===== config.mk =====
export PLATFORM = sky130hd
export DESIGN_NAME = qoi_stream_decoder
export DESIGN_NICKNAME = d
export VERILOG_FILES = /design/src/hw/rtl/qsd_pkg.sv /design/src/hw/rtl/qsd_ctrl.sv /design/src/hw/rtl/qsd_datapath.sv /design/src/hw/rtl/qoi_stream_decoder.sv
export SDC_FILE = /design/constraint.sdc
export NUM_CORES = 2
export LEC_CHECK = 0
export BUFFER_PORTS_ARGS = -buffer_cell sky130_fd_sc_hd__buf_2
export CORE_MARGIN = 4
export CORE_UTILIZATION = 27
export CTS_BUF_LIST = sky130_fd_sc_hd__clkbuf_2 sky130_fd_sc_hd__clkbuf_4 sky130_fd_sc_hd__clkbuf_8
export CTS_CLUSTER_DIAMETER = 150
export CTS_CLUSTER_SIZE = 10
export DETAILED_ROUTE_END_ITERATION = 10
export PLACE_DENSITY = 0.42
export SKIP_LAST_GASP = 1
export SYNTH_ARGS = -nofsm -noshare
export SYNTH_HDL_FRONTEND = slang
export SYNTH_SLANG_ARGS = --single-unit

===== constraint.sdc =====
create_clock -name clk -period 7.45 [get_ports clk]
set_input_delay 1.1175 -clock clk [delete_from_list [all_inputs] [get_ports clk]]
set_output_delay 1.1175 -clock clk [all_outputs]
set_load 0.02 [all_outputs]

===== src/hw/rtl/qsd_pkg.sv =====
`timescale 1ns / 1ps

package qsd_pkg;

    typedef enum logic [1:0] {
        KIND_START = 2'd0,
        KIND_BYTE  = 2'd1,
        KIND_END   = 2'd2,
        KIND_NONE  = 2'd3
    } kind_t;

    localparam logic [1:0] STAT_PIXEL     = 2'd0;
    localparam logic [1:0] STAT_END_MARK  = 2'd1;
    localparam logic [1:0] STAT_END_CLEAN = 2'd2;
    localparam logic [1:0] STAT_END_TRUNC = 2'd3;

    localparam logic [7:0] OP_RGB  = 8'hfe;
    localparam logic [7:0] OP_RGBA = 8'hff;

    localparam logic [1:0] TAG_INDEX = 2'b00;
    localparam logic [1:0] TAG_DIFF  = 2'b01;
    localparam logic [1:0] TAG_LUMA  = 2'b10;
    localparam logic [1:0] TAG_RUN   = 2'b11;

    localparam logic [2:0] ZC_MAX = 3'd7;

    typedef enum logic [2:0] {
        ST_IDLE,
        ST_DECODE,
        ST_LOOKUP,
        ST_APPLY,
        ST_STORE,
        ST_BLEND,
        ST_EMIT_PX,
        ST_EMIT_ST
    } state_t;

    typedef struct packed {
        logic       in_ready;
        logic       clear_all;
        logic       take_pay;
        logic       open_op;
        logic       zc_inc;
        logic       zc_clr;
        logic       set_fin;
        logic       st_load;
        logic [1:0] st_code;
        logic       mem_rd;
        logic       load_lookup;
        logic       apply_diff;
        logic       apply_pay;
        logic       store;
        logic       blend;
        logic       load_run;
        logic       out_pixel;
        logic       out_status;
    } qsd_cmd_t;

    typedef struct packed {
        logic [1:0] kind;
        logic [7:0] op;
        logic       fin;
        logic       pc_nz;
        logic       pc_one;
        logic [2:0] zc;
        logic       out_free;
        logic       run_zero;
    } qsd_sts_t;

endpackage


===== src/hw/rtl/qsd_ctrl.sv =====
`timescale 1ns / 1ps

module qsd_ctrl
(
    input  logic              clk,
    input  logic              rst_n,
    input  logic              s_axis_tvalid,
    input  qsd_pkg::qsd_sts_t sts,
    output qsd_pkg::qsd_cmd_t cmd
);

    qsd_pkg::state_t state_reg;
    qsd_pkg::state_t state_next;

    logic [1:0] tag;
    logic       is_rgb_op;
    logic       zero_first;
    logic       zero_repeat;
    logic       end_mark;

    assign tag         = sts.op[7:6];
    assign is_rgb_op   = (sts.op == qsd_pkg::OP_RGB) || (sts.op == qsd_pkg::OP_RGBA);
    assign zero_repeat = (sts.op == 8'd0) && (sts.zc != qsd_pkg::ZC_MAX);
    assign zero_first  = zero_repeat && (sts.zc == 3'd0);
    assign end_mark    = (sts.op == 8'd1) && (sts.zc == qsd_pkg::ZC_MAX);

    always_ff @(posedge clk or negedge rst_n)
    begin
        if (!rst_n)
        begin
            state_reg <= qsd_pkg::ST_IDLE;
        end
        else
        begin
            state_reg <= state_next;
        end
    end

    always_comb
    begin
        state_next = state_reg;
        unique case (state_reg)
            qsd_pkg::ST_IDLE:
            begin
                if (s_axis_tvalid)
                begin
                    state_next = qsd_pkg::ST_DECODE;
                end
            end
            qsd_pkg::ST_DECODE:
            begin
                if (sts.kind == qsd_pkg::KIND_START || sts.kind == qsd_pkg::KIND_NONE
                    || sts.fin)
                begin
                    state_next = qsd_pkg::ST_IDLE;
                end
                else if (sts.kind == qsd_pkg::KIND_END)
                begin
                    state_next = qsd_pkg::ST_EMIT_ST;
                end
                else if (sts.pc_nz)
                begin
                    state_next = sts.pc_one ? qsd_pkg::ST_APPLY : qsd_pkg::ST_IDLE;
                end
                else if (is_rgb_op)
                begin
                    state_next = qsd_pkg::ST_IDLE;
                end
                else
                begin
                    unique case (tag)
                        qsd_pkg::TAG_INDEX:
                        begin
                            if (zero_repeat)
                            begin
                                state_next = zero_first ? qsd_pkg::ST_LOOKUP
                                                        : qsd_pkg::ST_IDLE;
                            end
                            else if (end_mark)
                            begin
                                state_next = qsd_pkg::ST_EMIT_ST;
                            end
                            else
                            begin
                                state_next = qsd_pkg::ST_LOOKUP;
                            end
                        end
                        qsd_pkg::TAG_DIFF: state_next = qsd_pkg::ST_STORE;
                        qsd_pkg::TAG_LUMA: state_next = qsd_pkg::ST_IDLE;
                        qsd_pkg::TAG_RUN:  state_next = qsd_pkg::ST_BLEND;
                        default:           state_next = qsd_pkg::ST_IDLE;
                    endcase
                end
            end
            qsd_pkg::ST_LOOKUP: state_next = qsd_pkg::ST_STORE;
            qsd_pkg::ST_APPLY:  state_next = qsd_pkg::ST_STORE;
            qsd_pkg::ST_STORE:  state_next = qsd_pkg::ST_BLEND;
            qsd_pkg::ST_BLEND:  state_next = qsd_pkg::ST_EMIT_PX;
            qsd_pkg::ST_EMIT_PX:
            begin
                if (sts.out_free && sts.run_zero)
                begin
                    state_next = qsd_pkg::ST_IDLE;
                end
            end
            qsd_pkg::ST_EMIT_ST:
            begin
                if (sts.out_free)
                begin
                    state_next = qsd_pkg::ST_IDLE;
                end
            end
            default: state_next = qsd_pkg::ST_IDLE;
        endcase
    end

    always_comb
    begin
        cmd = '0;
        unique case (state_reg)
            qsd_pkg::ST_IDLE:
            begin
                cmd.in_ready = 1'b1;
            end
            qsd_pkg::ST_DECODE:
            begin
                if (sts.kind == qsd_pkg::KIND_START)
                begin
                    cmd.clear_all = 1'b1;
                end
                else if (sts.kind == qsd_pkg::KIND_NONE || sts.fin)
                begin
                    cmd.clear_all = 1'b0;
                end
                else if (sts.kind == qsd_pkg::KIND_END)
                begin
                    cmd.set_fin = 1'b1;
                    cmd.st_load = 1'b1;
                    cmd.st_code = sts.pc_nz ? qsd_pkg::STAT_END_TRUNC
                                            : qsd_pkg::STAT_END_CLEAN;
                end
                else if (sts.pc_nz)
                begin
                    cmd.take_pay = 1'b1;
                end
                else if (is_rgb_op)
                begin
                    cmd.open_op = 1'b1;
                    cmd.zc_clr  = 1'b1;
                end
                else
                begin
                    unique case (tag)
                        qsd_pkg::TAG_INDEX:
                        begin
                            if (zero_repeat)
                            begin
                                cmd.zc_inc = 1'b1;
                                cmd.mem_rd = zero_first;
                            end
                            else if (end_mark)
                            begin
                                cmd.set_fin = 1'b1;
                                cmd.st_load = 1'b1;
                                cmd.st_code = qsd_pkg::STAT_END_MARK;
                            end
                            else
                            begin
                                cmd.zc_clr = 1'b1;
                                cmd.mem_rd = 1'b1;
                            end
                        end
                        qsd_pkg::TAG_DIFF:
                        begin
                            cmd.apply_diff = 1'b1;
                            cmd.zc_clr     = 1'b1;
                        end
                        qsd_pkg::TAG_LUMA:
                        begin
                            cmd.open_op = 1'b1;
                            cmd.zc_clr  = 1'b1;
                        end
                        qsd_pkg::TAG_RUN:
                        begin
                            cmd.load_run = 1'b1;
                            cmd.zc_clr   = 1'b1;
                        end
                        default: cmd.zc_clr = 1'b0;
                    endcase
                end
            end
            qsd_pkg::ST_LOOKUP:  cmd.load_lookup = 1'b1;
            qsd_pkg::ST_APPLY:   cmd.apply_pay   = 1'b1;
            qsd_pkg::ST_STORE:   cmd.store       = 1'b1;
            qsd_pkg::ST_BLEND:   cmd.blend       = 1'b1;
            qsd_pkg::ST_EMIT_PX: cmd.out_pixel   = sts.out_free;
            qsd_pkg::ST_EMIT_ST: cmd.out_status  = sts.out_free;
            default:             cmd             = '0;
        endcase
    end

endmodule


===== src/hw/rtl/qsd_datapath.sv =====
`timescale 1ns / 1ps

module qsd_datapath
#(
    parameter int INDEX_ENTRIES = 64
)
(
    input  logic              clk,
    input  logic              rst_n,
    input  logic              cfg_wr_en,
    input  logic              cfg_wr_data,
    input  logic              s_axis_tvalid,
    input  logic [7:0]        s_axis_tdata,
    input  logic [1:0]        s_axis_tuser,
    output logic              m_axis_tvalid,
    input  logic              m_axis_tready,
    output logic [23:0]       m_axis_tdata,
    output logic [1:0]        m_axis_tuser,
    output logic              m_axis_tlast,
    input  qsd_pkg::qsd_cmd_t cmd,
    output qsd_pkg::qsd_sts_t sts
);

    localparam int AW = $clog2(INDEX_ENTRIES);

    logic              has_alpha_reg;
    logic [1:0]        kind_reg;
    logic [7:0]        op_reg;
    logic [7:0]        r_reg;
    logic [7:0]        g_reg;
    logic [7:0]        b_reg;
    logic [7:0]        a_reg;
    logic [7:0]        pend_reg;
    logic [31:0]       pay_reg;
    logic [2:0]        pcnt_reg;
    logic [2:0]        zc_reg;
    logic              fin_reg;
    logic [5:0]        run_reg;
    logic [1:0]        code_reg;
    logic [15:0]       vr_reg;
    logic [15:0]       vg_reg;
    logic [15:0]       vb_reg;
    logic [31:0]       rd_q_reg;
    logic              rd_vld_reg;
    logic [INDEX_ENTRIES-1:0] idx_vld_reg;
    logic              m_valid_reg;
    logic [23:0]       m_data_reg;
    logic [1:0]        m_user_reg;
    logic              m_last_reg;

    logic [31:0]       idx_mem [INDEX_ENTRIES];

    logic [12:0]       hash_sum;
    logic [AW-1:0]     hash_idx;
    logic [AW-1:0]     rd_idx;
    logic [7:0]        diff_r;
    logic [7:0]        diff_g;
    logic [7:0]        diff_b;
    logic [7:0]        luma_r;
    logic [7:0]        luma_g;
    logic [7:0]        luma_b;
    logic [7:0]        luma_vg;
    logic [23:0]       pix_data;
    logic              out_free;
    logic              accept;

    function automatic logic [15:0] blend_sum(input logic [7:0] c, input logic [7:0] a);
        logic [7:0]  na;
        logic [16:0] t;
        na = 8'd255 - a;
        t  = {1'b0, na, 8'h00} - {9'h000, na} + {1'b0, 16'(a) * 16'(c)};
        return t[15:0];
    endfunction

    // exact floor(v / 255) for v up to 255 * 255
    function automatic logic [7:0] div255(input logic [15:0] v);
        logic [15:0] t;
        t = v + 16'd1 + {8'h00, v[15:8]};
        return t[15:8];
    endfunction

    assign accept   = s_axis_tvalid && cmd.in_ready;
    assign out_free = !m_valid_reg || m_axis_tready;

    assign hash_sum = 13'(r_reg) * 13'd3 + 13'(g_reg) * 13'd5
                    + 13'(b_reg) * 13'd7 + 13'(a_reg) * 13'd11;
    assign hash_idx = hash_sum[AW-1:0];
    assign rd_idx   = op_reg[AW-1:0];

    assign diff_r = 8'(r_reg + {6'd0, op_reg[5:4]} + 8'd254);
    assign diff_g = 8'(g_reg + {6'd0, op_reg[3:2]} + 8'd254);
    assign diff_b = 8'(b_reg + {6'd0, op_reg[1:0]} + 8'd254);

    assign luma_vg = {2'b00, pend_reg[5:0]};
    assign luma_g  = 8'(g_reg + luma_vg + 8'd224);
    assign luma_r  = 8'(r_reg + luma_vg + {4'd0, pay_reg[7:4]} + 8'd216);
    assign luma_b  = 8'(b_reg + luma_vg + {4'd0, pay_reg[3:0]} + 8'd216);

    assign pix_data = has_alpha_reg ? {div255(vb_reg), div255(vg_reg), div255(vr_reg)}
                                    : {b_reg, g_reg, r_reg};

    always_ff @(posedge clk or negedge rst_n)
    begin
        if (!rst_n)
        begin
            has_alpha_reg <= 1'b0;
            r_reg         <= 8'd0;
            g_reg         <= 8'd0;
            b_reg         <= 8'd0;
            a_reg         <= 8'd255;
            pend_reg      <= 8'd0;
            pay_reg       <= 32'd0;
            pcnt_reg      <= 3'd0;
            zc_reg        <= 3'd0;
            fin_reg       <= 1'b0;
            run_reg       <= 6'd0;
            idx_vld_reg   <= '0;
            m_valid_reg   <= 1'b0;
        end
        else
        begin
            if (cfg_wr_en)
            begin
                has_alpha_reg <= cfg_wr_data;
            end
            if (cmd.clear_all)
            begin
                r_reg       <= 8'd0;
                g_reg       <= 8'd0;
                b_reg       <= 8'd0;
                a_reg       <= 8'd255;
                pend_reg    <= 8'd0;
                pay_reg     <= 32'd0;
                pcnt_reg    <= 3'd0;
                zc_reg      <= 3'd0;
                fin_reg     <= 1'b0;
                run_reg     <= 6'd0;
                idx_vld_reg <= '0;
            end
            if (cmd.take_pay)
            begin
                pay_reg  <= {pay_reg[23:0], op_reg};
                pcnt_reg <= pcnt_reg - 3'd1;
            end
            if (cmd.open_op)
            begin
                pend_reg <= op_reg;
                pay_reg  <= 32'd0;
                if (op_reg == qsd_pkg::OP_RGBA)
                begin
                    pcnt_reg <= 3'd4;
                end
                else if (op_reg == qsd_pkg::OP_RGB)
                begin
                    pcnt_reg <= 3'd3;
                end
                else
                begin
                    pcnt_reg <= 3'd1;
                end
            end
            if (cmd.zc_inc)
            begin
                zc_reg <= zc_reg + 3'd1;
            end
            if (cmd.zc_clr)
            begin
                zc_reg <= 3'd0;
            end
            if (cmd.set_fin)
            begin
                fin_reg <= 1'b1;
            end
            if (cmd.load_lookup)
            begin
                {r_reg, g_reg, b_reg, a_reg} <= rd_vld_reg ? rd_q_reg : 32'd0;
            end
            if (cmd.apply_diff)
            begin
                r_reg <= diff_r;
                g_reg <= diff_g;
                b_reg <= diff_b;
            end
            if (cmd.apply_pay)
            begin
                if (pend_reg == qsd_pkg::OP_RGBA)
                begin
                    {r_reg, g_reg, b_reg, a_reg} <= pay_reg;
                end
                else if (pend_reg == qsd_pkg::OP_RGB)
                begin
                    {r_reg, g_reg, b_reg} <= pay_reg[23:0];
                end
                else
                begin
                    r_reg <= luma_r;
                    g_reg <= luma_g;
                    b_reg <= luma_b;
                end
                pend_reg <= 8'd0;
                pay_reg  <= 32'd0;
            end
            if (cmd.store)
            begin
                idx_vld_reg[hash_idx] <= 1'b1;
            end
            if (cmd.load_run)
            begin
                run_reg <= op_reg[5:0];
            end
            if (cmd.out_pixel && run_reg != 6'd0)
            begin
                run_reg <= run_reg - 6'd1;
            end
            if (cmd.out_pixel || cmd.out_status)
            begin
                m_valid_reg <= 1'b1;
            end
            else if (m_axis_tready)
            begin
                m_valid_reg <= 1'b0;
            end
        end
    end

    always_ff @(posedge clk)
    begin
        if (accept)
        begin
            kind_reg <= s_axis_tuser;
            op_reg   <= s_axis_tdata;
        end
        if (cmd.st_load)
        begin
            code_reg <= cmd.st_code;
        end
        if (cmd.mem_rd)
        begin
            rd_q_reg   <= idx_mem[rd_idx];
            rd_vld_reg <= idx_vld_reg[rd_idx];
        end
        if (cmd.store)
        begin
            idx_mem[hash_idx] <= {r_reg, g_reg, b_reg, a_reg};
        end
        if (cmd.blend)
        begin
            vr_reg <= blend_sum(r_reg, a_reg);
            vg_reg <= blend_sum(g_reg, a_reg);
            vb_reg <= blend_sum(b_reg, a_reg);
        end
        if (cmd.out_pixel)
        begin
            m_data_reg <= pix_data;
            m_user_reg <= qsd_pkg::STAT_PIXEL;
            m_last_reg <= (run_reg == 6'd0);
        end
        else if (cmd.out_status)
        begin
            m_data_reg <= 24'd0;
            m_user_reg <= code_reg;
            m_last_reg <= 1'b1;
        end
    end

    assign m_axis_tvalid = m_valid_reg;
    assign m_axis_tdata  = m_data_reg;
    assign m_axis_tuser  = m_user_reg;
    assign m_axis_tlast  = m_last_reg;

    assign sts.kind     = kind_reg;
    assign sts.op       = op_reg;
    assign sts.fin      = fin_reg;
    assign sts.pc_nz    = (pcnt_reg != 3'd0);
    assign sts.pc_one   = (pcnt_reg == 3'd1);
    assign sts.zc       = zc_reg;
    assign sts.out_free = out_free;
    assign sts.run_zero = (run_reg == 6'd0);

endmodule


===== src/hw/rtl/qoi_stream_decoder.sv =====
`timescale 1ns / 1ps

// QOI chunk-stream decoder. Takes the chunk bytes after the file header, one
// byte per input beat, and returns RGB pixels, optionally blended over white
// by alpha. Input is taken only while the controller is idle. A byte with no
// pixel goes from decode back to idle; DIFF goes to store, blend and emit;
// INDEX first reads the index memory (the read is registered), and the last
// payload byte of RGB, RGBA or LUMA is applied first. A RUN blends and emits
// all its pixels; status beats go to emit. Output beats wait for downstream
// ready. A start beat clears the color index through per-entry valid flags.
module qoi_stream_decoder
#(
    parameter int INDEX_ENTRIES = 64
)
(
    input  logic        clk,
    input  logic        rst_n,
    input  logic        cfg_wr_en,
    input  logic        cfg_wr_data,     // has_alpha
    input  logic        s_axis_tvalid,
    output logic        s_axis_tready,
    input  logic [7:0]  s_axis_tdata,    // [7:0] data_byte
    input  logic [1:0]  s_axis_tuser,    // [1:0] kind
    output logic        m_axis_tvalid,
    input  logic        m_axis_tready,
    output logic [23:0] m_axis_tdata,    // [7:0] red, [15:8] green, [23:16] blue
    output logic [1:0]  m_axis_tuser,    // [1:0] status
    output logic        m_axis_tlast     // last_of_run
);

    qsd_pkg::qsd_cmd_t cmd;
    qsd_pkg::qsd_sts_t sts;

    qsd_ctrl u_ctrl
    (
        .clk           (clk),
        .rst_n         (rst_n),
        .s_axis_tvalid (s_axis_tvalid),
        .sts           (sts),
        .cmd           (cmd)
    );

    qsd_datapath
    #(
        .INDEX_ENTRIES (INDEX_ENTRIES)
    )
    u_dp
    (
        .clk           (clk),
        .rst_n         (rst_n),
        .cfg_wr_en     (cfg_wr_en),
        .cfg_wr_data   (cfg_wr_data),
        .s_axis_tvalid (s_axis_tvalid),
        .s_axis_tdata  (s_axis_tdata),
        .s_axis_tuser  (s_axis_tuser),
        .m_axis_tvalid (m_axis_tvalid),
        .m_axis_tready (m_axis_tready),
        .m_axis_tdata  (m_axis_tdata),
        .m_axis_tuser  (m_axis_tuser),
        .m_axis_tlast  (m_axis_tlast),
        .cmd           (cmd),
        .sts           (sts)
    );

    assign s_axis_tready = cmd.in_ready;

endmodule


# Yosys cells after proc, flatten, opt, wreduce, memory -nomap -nowiden
# Memories as Yosys holds them, arrays and structs flattened. A register that Yosys moved wholly into a read port is not among the register bits.
# Cells that the tools add are included.
# totals
mem_count	1
regBits	242
output_inout_bits	29
inputBits	16
ram_bits	2048
# memory_table
name	words	width	rd	rd_clocked_by_memory_dff	wr	line	source
u_dp.idx_mem	64	32	1	1	1	qsd_datapath.sv:51	logic [31:0] idx_mem [INDEX_ENTRIES];
# op_classes
reduce_logical	35
addsub	31
mul	7
mux	111
order_cmp	3
n_eq_ne	23
bitwise_logic	2
# ops
op	n
$mux 8	23
$mux 32	5
$mux 64	2
$mux 24	3
$or 64x64->64	1
$add 16x1->16 const B	3
$add 16x16->16	3
$add 16x8->16	3
$add 8x8->8 const B	6
$mul 8x8->16	3
$mux 3	15
$mux 1	43
$eq 8x8->1 const B	4
$add 8x2->8	3
$add 8x6->8	3
$pmux 3 s7	1
$add 6x6->6	3
$mux 6	3
$mux 9	2
$add 8x4->8	2
$mul 8x3->6 const B	2
$sub 16x8->16	1
$eq 3x3->1 const B	5
$mux 5	3
38 further kinds	70

# Logic depth before layout (Yosys ltp)
# logic_depth
word_depth	15
ltp_mapped	21

# Cells and area by module
# From an unflattened synthesis, not the netlist that was laid out.
# unflattened
cells_unflattened	5492
hier_area_um2	101257.1
# modules_own_cells
mod	cells_per_inst	seq_area_each_um2	instances	area_each_um2
qsd_datapath	5408	68871.1	1	100672.8
qsd_ctrl	84	75.1	1	584.3

# Worst setup path after synthesis
# No wires, ideal clock.
# synth_timing
kind	register to register
start	register u_dp.b_reg[2]
end	memory u_dp.idx_mem[0][0], enable pin
arrival_time_ps	6991
path_buffers	2
required_ps	7029
slack_ps	38
stages_incl_launch_ff	19
setup_time_ps	421
cell_sequence	dfrtp_1 clkbuf_1 inv_1 fa_1 inv_1 fa_1 inv_1 fa_1 fa_1 fa_1 inv_1 ha_1 a21oi_1 xnor2_1 xnor2_1 xor2_1 nand2_1 clkbuf_1 nor2_1
# synth_between
elab_chain_len	3
# synth_lines
element	line	source
start: declaration	qsd_datapath.sv:31	logic [7:0] b_reg;
start signal: assignment	qsd_datapath.sv:176	{r_reg, g_reg, b_reg, a_reg} <= rd_vld_reg ? rd_q_reg : 32'd0;
start signal: assignment	qsd_datapath.sv:182	b_reg <= diff_b;
start signal: assignment	qsd_datapath.sv:188	{r_reg, g_reg, b_reg, a_reg} <= pay_reg;
$mul 8x3->6	qsd_datapath.sv:86	+ 13'(b_reg) * 13'd7 + 13'(a_reg) * 13'd11;
$add 6x6->6 (2 in a row)	qsd_datapath.sv:86	
end: declaration	qsd_datapath.sv:51	
# No other way between the ends.

# Final worst setup path
# layout_timing
start	register u_dp.a_reg[2]
end	memory u_dp.idx_mem[56][30], enable pin
# layout_between
elab_chain_len	2
# layout_lines
element	line	source
start: declaration	qsd_datapath.sv:32	logic [7:0] a_reg;
start signal: assignment	qsd_datapath.sv:176	
start signal: assignment	qsd_datapath.sv:188	
$mul 8x4->6	qsd_datapath.sv:86	
$add 6x6->6	qsd_datapath.sv:86	
# No other way between the ends.

==> metrics.txt <==
via count 50490; largest net degree at the start of global routing 120; share of layout cells above drive strength 1 0.2423; cts repair resizes 0; Netlist Area Pre-Place ~100000 um^2; H-Tree Depth 5; # nets final 6008; hold_buf cts 0; sequential element share of the synthesized area 0.6874; f_max 153.0 MHz; Adder-Cell Fraction of Synth Area 0.06539; core area 369400 um^2; Max clock buf depth 4; Die X 617.5 um; total track usage 0.1548; Layout area overhead 12.00%; clk sink count 2322; Root Buffer clkbuf_8; gr ovfl total 0; Yosys reg bits ~2300; Worst EP required slightly above 8000 ps; reg2reg start u_dp.a_reg[2]$_DFF_PN1_; worst-skew pair later-pin latency 1000 ps; WHS just under 200 ps; first-pass GRT wire length about 420 mm; Final setup viols 0; # rows 223; CTS tree built; effective utilization at floorplan 0.2715; Hold Crit Class input port to asynchronous set/reset pin; simple logic cell fraction of the synthesized area 0.03084; YS warnings 0; vias in the first global route ~54000; Crit Path Class flip-flop to flip-flop; Routed WL 299.3 mm; EDFF count, synth 2166; die footprint 381300 um^2; post-synthesis mux area share 0.1496; max-slew violations 0; headroom to the max-slew limit 0.1635; ys flop type edfxtp_1; IO Port Bufs 44; outcome completed; final hold viol count 0; Mapped Avg Cell Area roughly 19 um^2; Netlist cell types 74; first-pass detailed-route iteration total 5; 1st-iter DRT viols 4454; RSZ-0062 raised after global routing false; post-layout min period 6537 ps; max FFs per register 2048; XOR/XNOR Fraction of Synth Area 0.009343; worst-case clock skew 102.2 ps; crit path DAT 7200 ps; Reg clk slew, reported paths 80 ps; Post-CTS Setup Bufs 0; DR WL/cell roughly 28 um; Worst Setup SP u_dp.a_reg[2]$_DFF_PN1_; FFs w/ async S/R, synth 0.06632; TritonCTS Buffers around 270; post-synthesis compound-gate area fraction 0.03303; Worst Path Max Fanout 42; initial antenna violation count 12; DP HPWL 185.0 mm; Tcrit/Tclk final 0.8774; Setup TNS 0 ps; Vias/cell around 4.8; synthesized instance count 5343; Least-Margin Pin Slew 1255 ps; DRT antenna net count 0; Worst Setup End Kind flip-flop; largest family of logic cells by synthesized area multiplexers; die height between 600 and 700 um; Worst Setup Start Kind flip-flop; DRC 0; # IOs 45; fin util 0.3041; GPL Wtd Cong roughly 0.81; max_cap viols 0
[per-stage QoR]
step | cells | setup slack, ps | cell area (um^2)
6_report | 10610 | 913.2 | 112300
5_1_grt | 10600 | 598.1 | 112300
4_1_cts | 10600 | 851.6 | 112300
3_5_place_dp | 10260 | 898.6 | 108000
3_3_place_gp | 10260 | 927.1 | 108000
2_1_floorplan | 5344 | 37.57 | 100300
[cells by family (layout without fill, tap and decap cells)]
family | count (synthesis) | after routing
DFF | 2322 | 2322
xor gates and xnor gates | 107 | 107
buffers and inverters | 637 | 943
AOI/OAI and AO/OA | 504 | 504
and+or+nand+nor | 686 | 686
muxes | 674 | 674
adders and majority gates | 412 | 412
other | 1 | 12
[Yosys cell counts (4+ instances only)]
cell type | n | area share
a21oi_1 | 93 | 0.0046
dfrtp_1 | 146 | 0.036
and2_1 | 76 | 0.0047
clkbuf_1 | 180 | 0.0067
mux2i_1 | 12 | 0.0012
a31oi_1 | 17 | 0.0011
a22o_1 | 30 | 0.0026
buf_1 | 72 | 0.0027
o221ai_1 | 5 | 0.00044
a22oi_1 | 74 | 0.0055
nand2b_1 | 14 | 0.00087
o21a_1 | 29 | 0.0022
dfstp_2 | 8 | 0.0021
a221oi_1 | 11 | 0.00096
a211oi_1 | 26 | 0.0019
o31a_1 | 6 | 0.00052
buf_2 | 23 | 0.0011
nor2b_1 | 12 | 0.00075
o21bai_1 | 4 | 0.00030
and4_1 | 4 | 0.00035
nor2_1 | 203 | 0.0076
xor2_1 | 29 | 0.0025
inv_1 | 358 | 0.013
edfxtp_1 | 2166 | 0.65
nand2_1 | 270 | 0.010
a21o_1 | 16 | 0.0012
nand3_1 | 41 | 0.0020
o211ai_1 | 13 | 0.00097
and3_1 | 13 | 0.00081
nand4_1 | 6 | 0.00037
fa_1 | 187 | 0.037
nor4_1 | 7 | 0.00044
nor3_1 | 22 | 0.0011
mux4_2 | 660 | 0.15
xnor2_1 | 78 | 0.0068
ha_1 | 225 | 0.028
o21ai_0 | 144 | 0.0072
[cell type report]
class	count	area, um^2
inverter	358	1344
sequential	2322	69040
multi-input combinational	2385	29460
tap	4950	6193
clock buffer	323	4177
clock inverter	20	166.4
fill	36150	257100
timing repair buffer	242	1938
antenna	10	25.02
[critical path: stages, from the launching register on]
cell     delay, ps
dfstp_4        950
inv_1          170
fa_1           470
fa_1           540
fa_1           520
fa_1           500
inv_1           60
ha_1           270
a21o_1         180
a21oi_1        170
xnor2_1        110
xnor2_1        320
xnor2_1        240
nand2_1        580
buf_4          400
nor2_4         390
buf_4          330
[cells in the final DEF, fill, tap and decap left out, drive strengths merged, types with 30 or more instances in the layout]
cell    instances
a21oi          93
a22o           30
a22oi          74
and2           77
buf           242
clkbuf        323
dfrtp         146
edfxtp       2166
fa            187
ha            225
inv           367
mux4          660
nand2         271
nand3          41
nor2          204
o21ai         145
xnor2          78
[per-layer routing]
metal / vias up / track usage / part of all wire
met5: - / 0 / 0.000043
met4: 2 / 0.04574 / 0.031
met3: 391 / 0.02175 / 0.050
met2: 1255 / 0.2490 / 0.47
met1: 27550 / 0.2180 / 0.45
li1: 21300 / - / -
[path summary, 6_finish.rpt]
check,to,slack (ps),depth (start not counted)
worst max-delay path,u_dp.idx_mem[56][30]$_DFFE_PP_,910,16
max in group asynchronous,u_dp.r_reg[5]$_DFFE_PN0P_,5460,2
worst min register to register,u_dp.m_axis_tuser[0]$_SDFFE_PP0P_,470,2
min in group clk,u_dp.op_reg[2]$_DFFE_PP_,310,1
worst min-delay path,u_dp.has_alpha_reg$_DFFE_PN0P_,190,1
worst max register to register,u_dp.idx_mem[56][30]$_DFFE_PP_,910,16
Power is left out: the tool's default activity adds up to more than one toggle a clock period on the data nets, which glitch-free logic cannot reach.
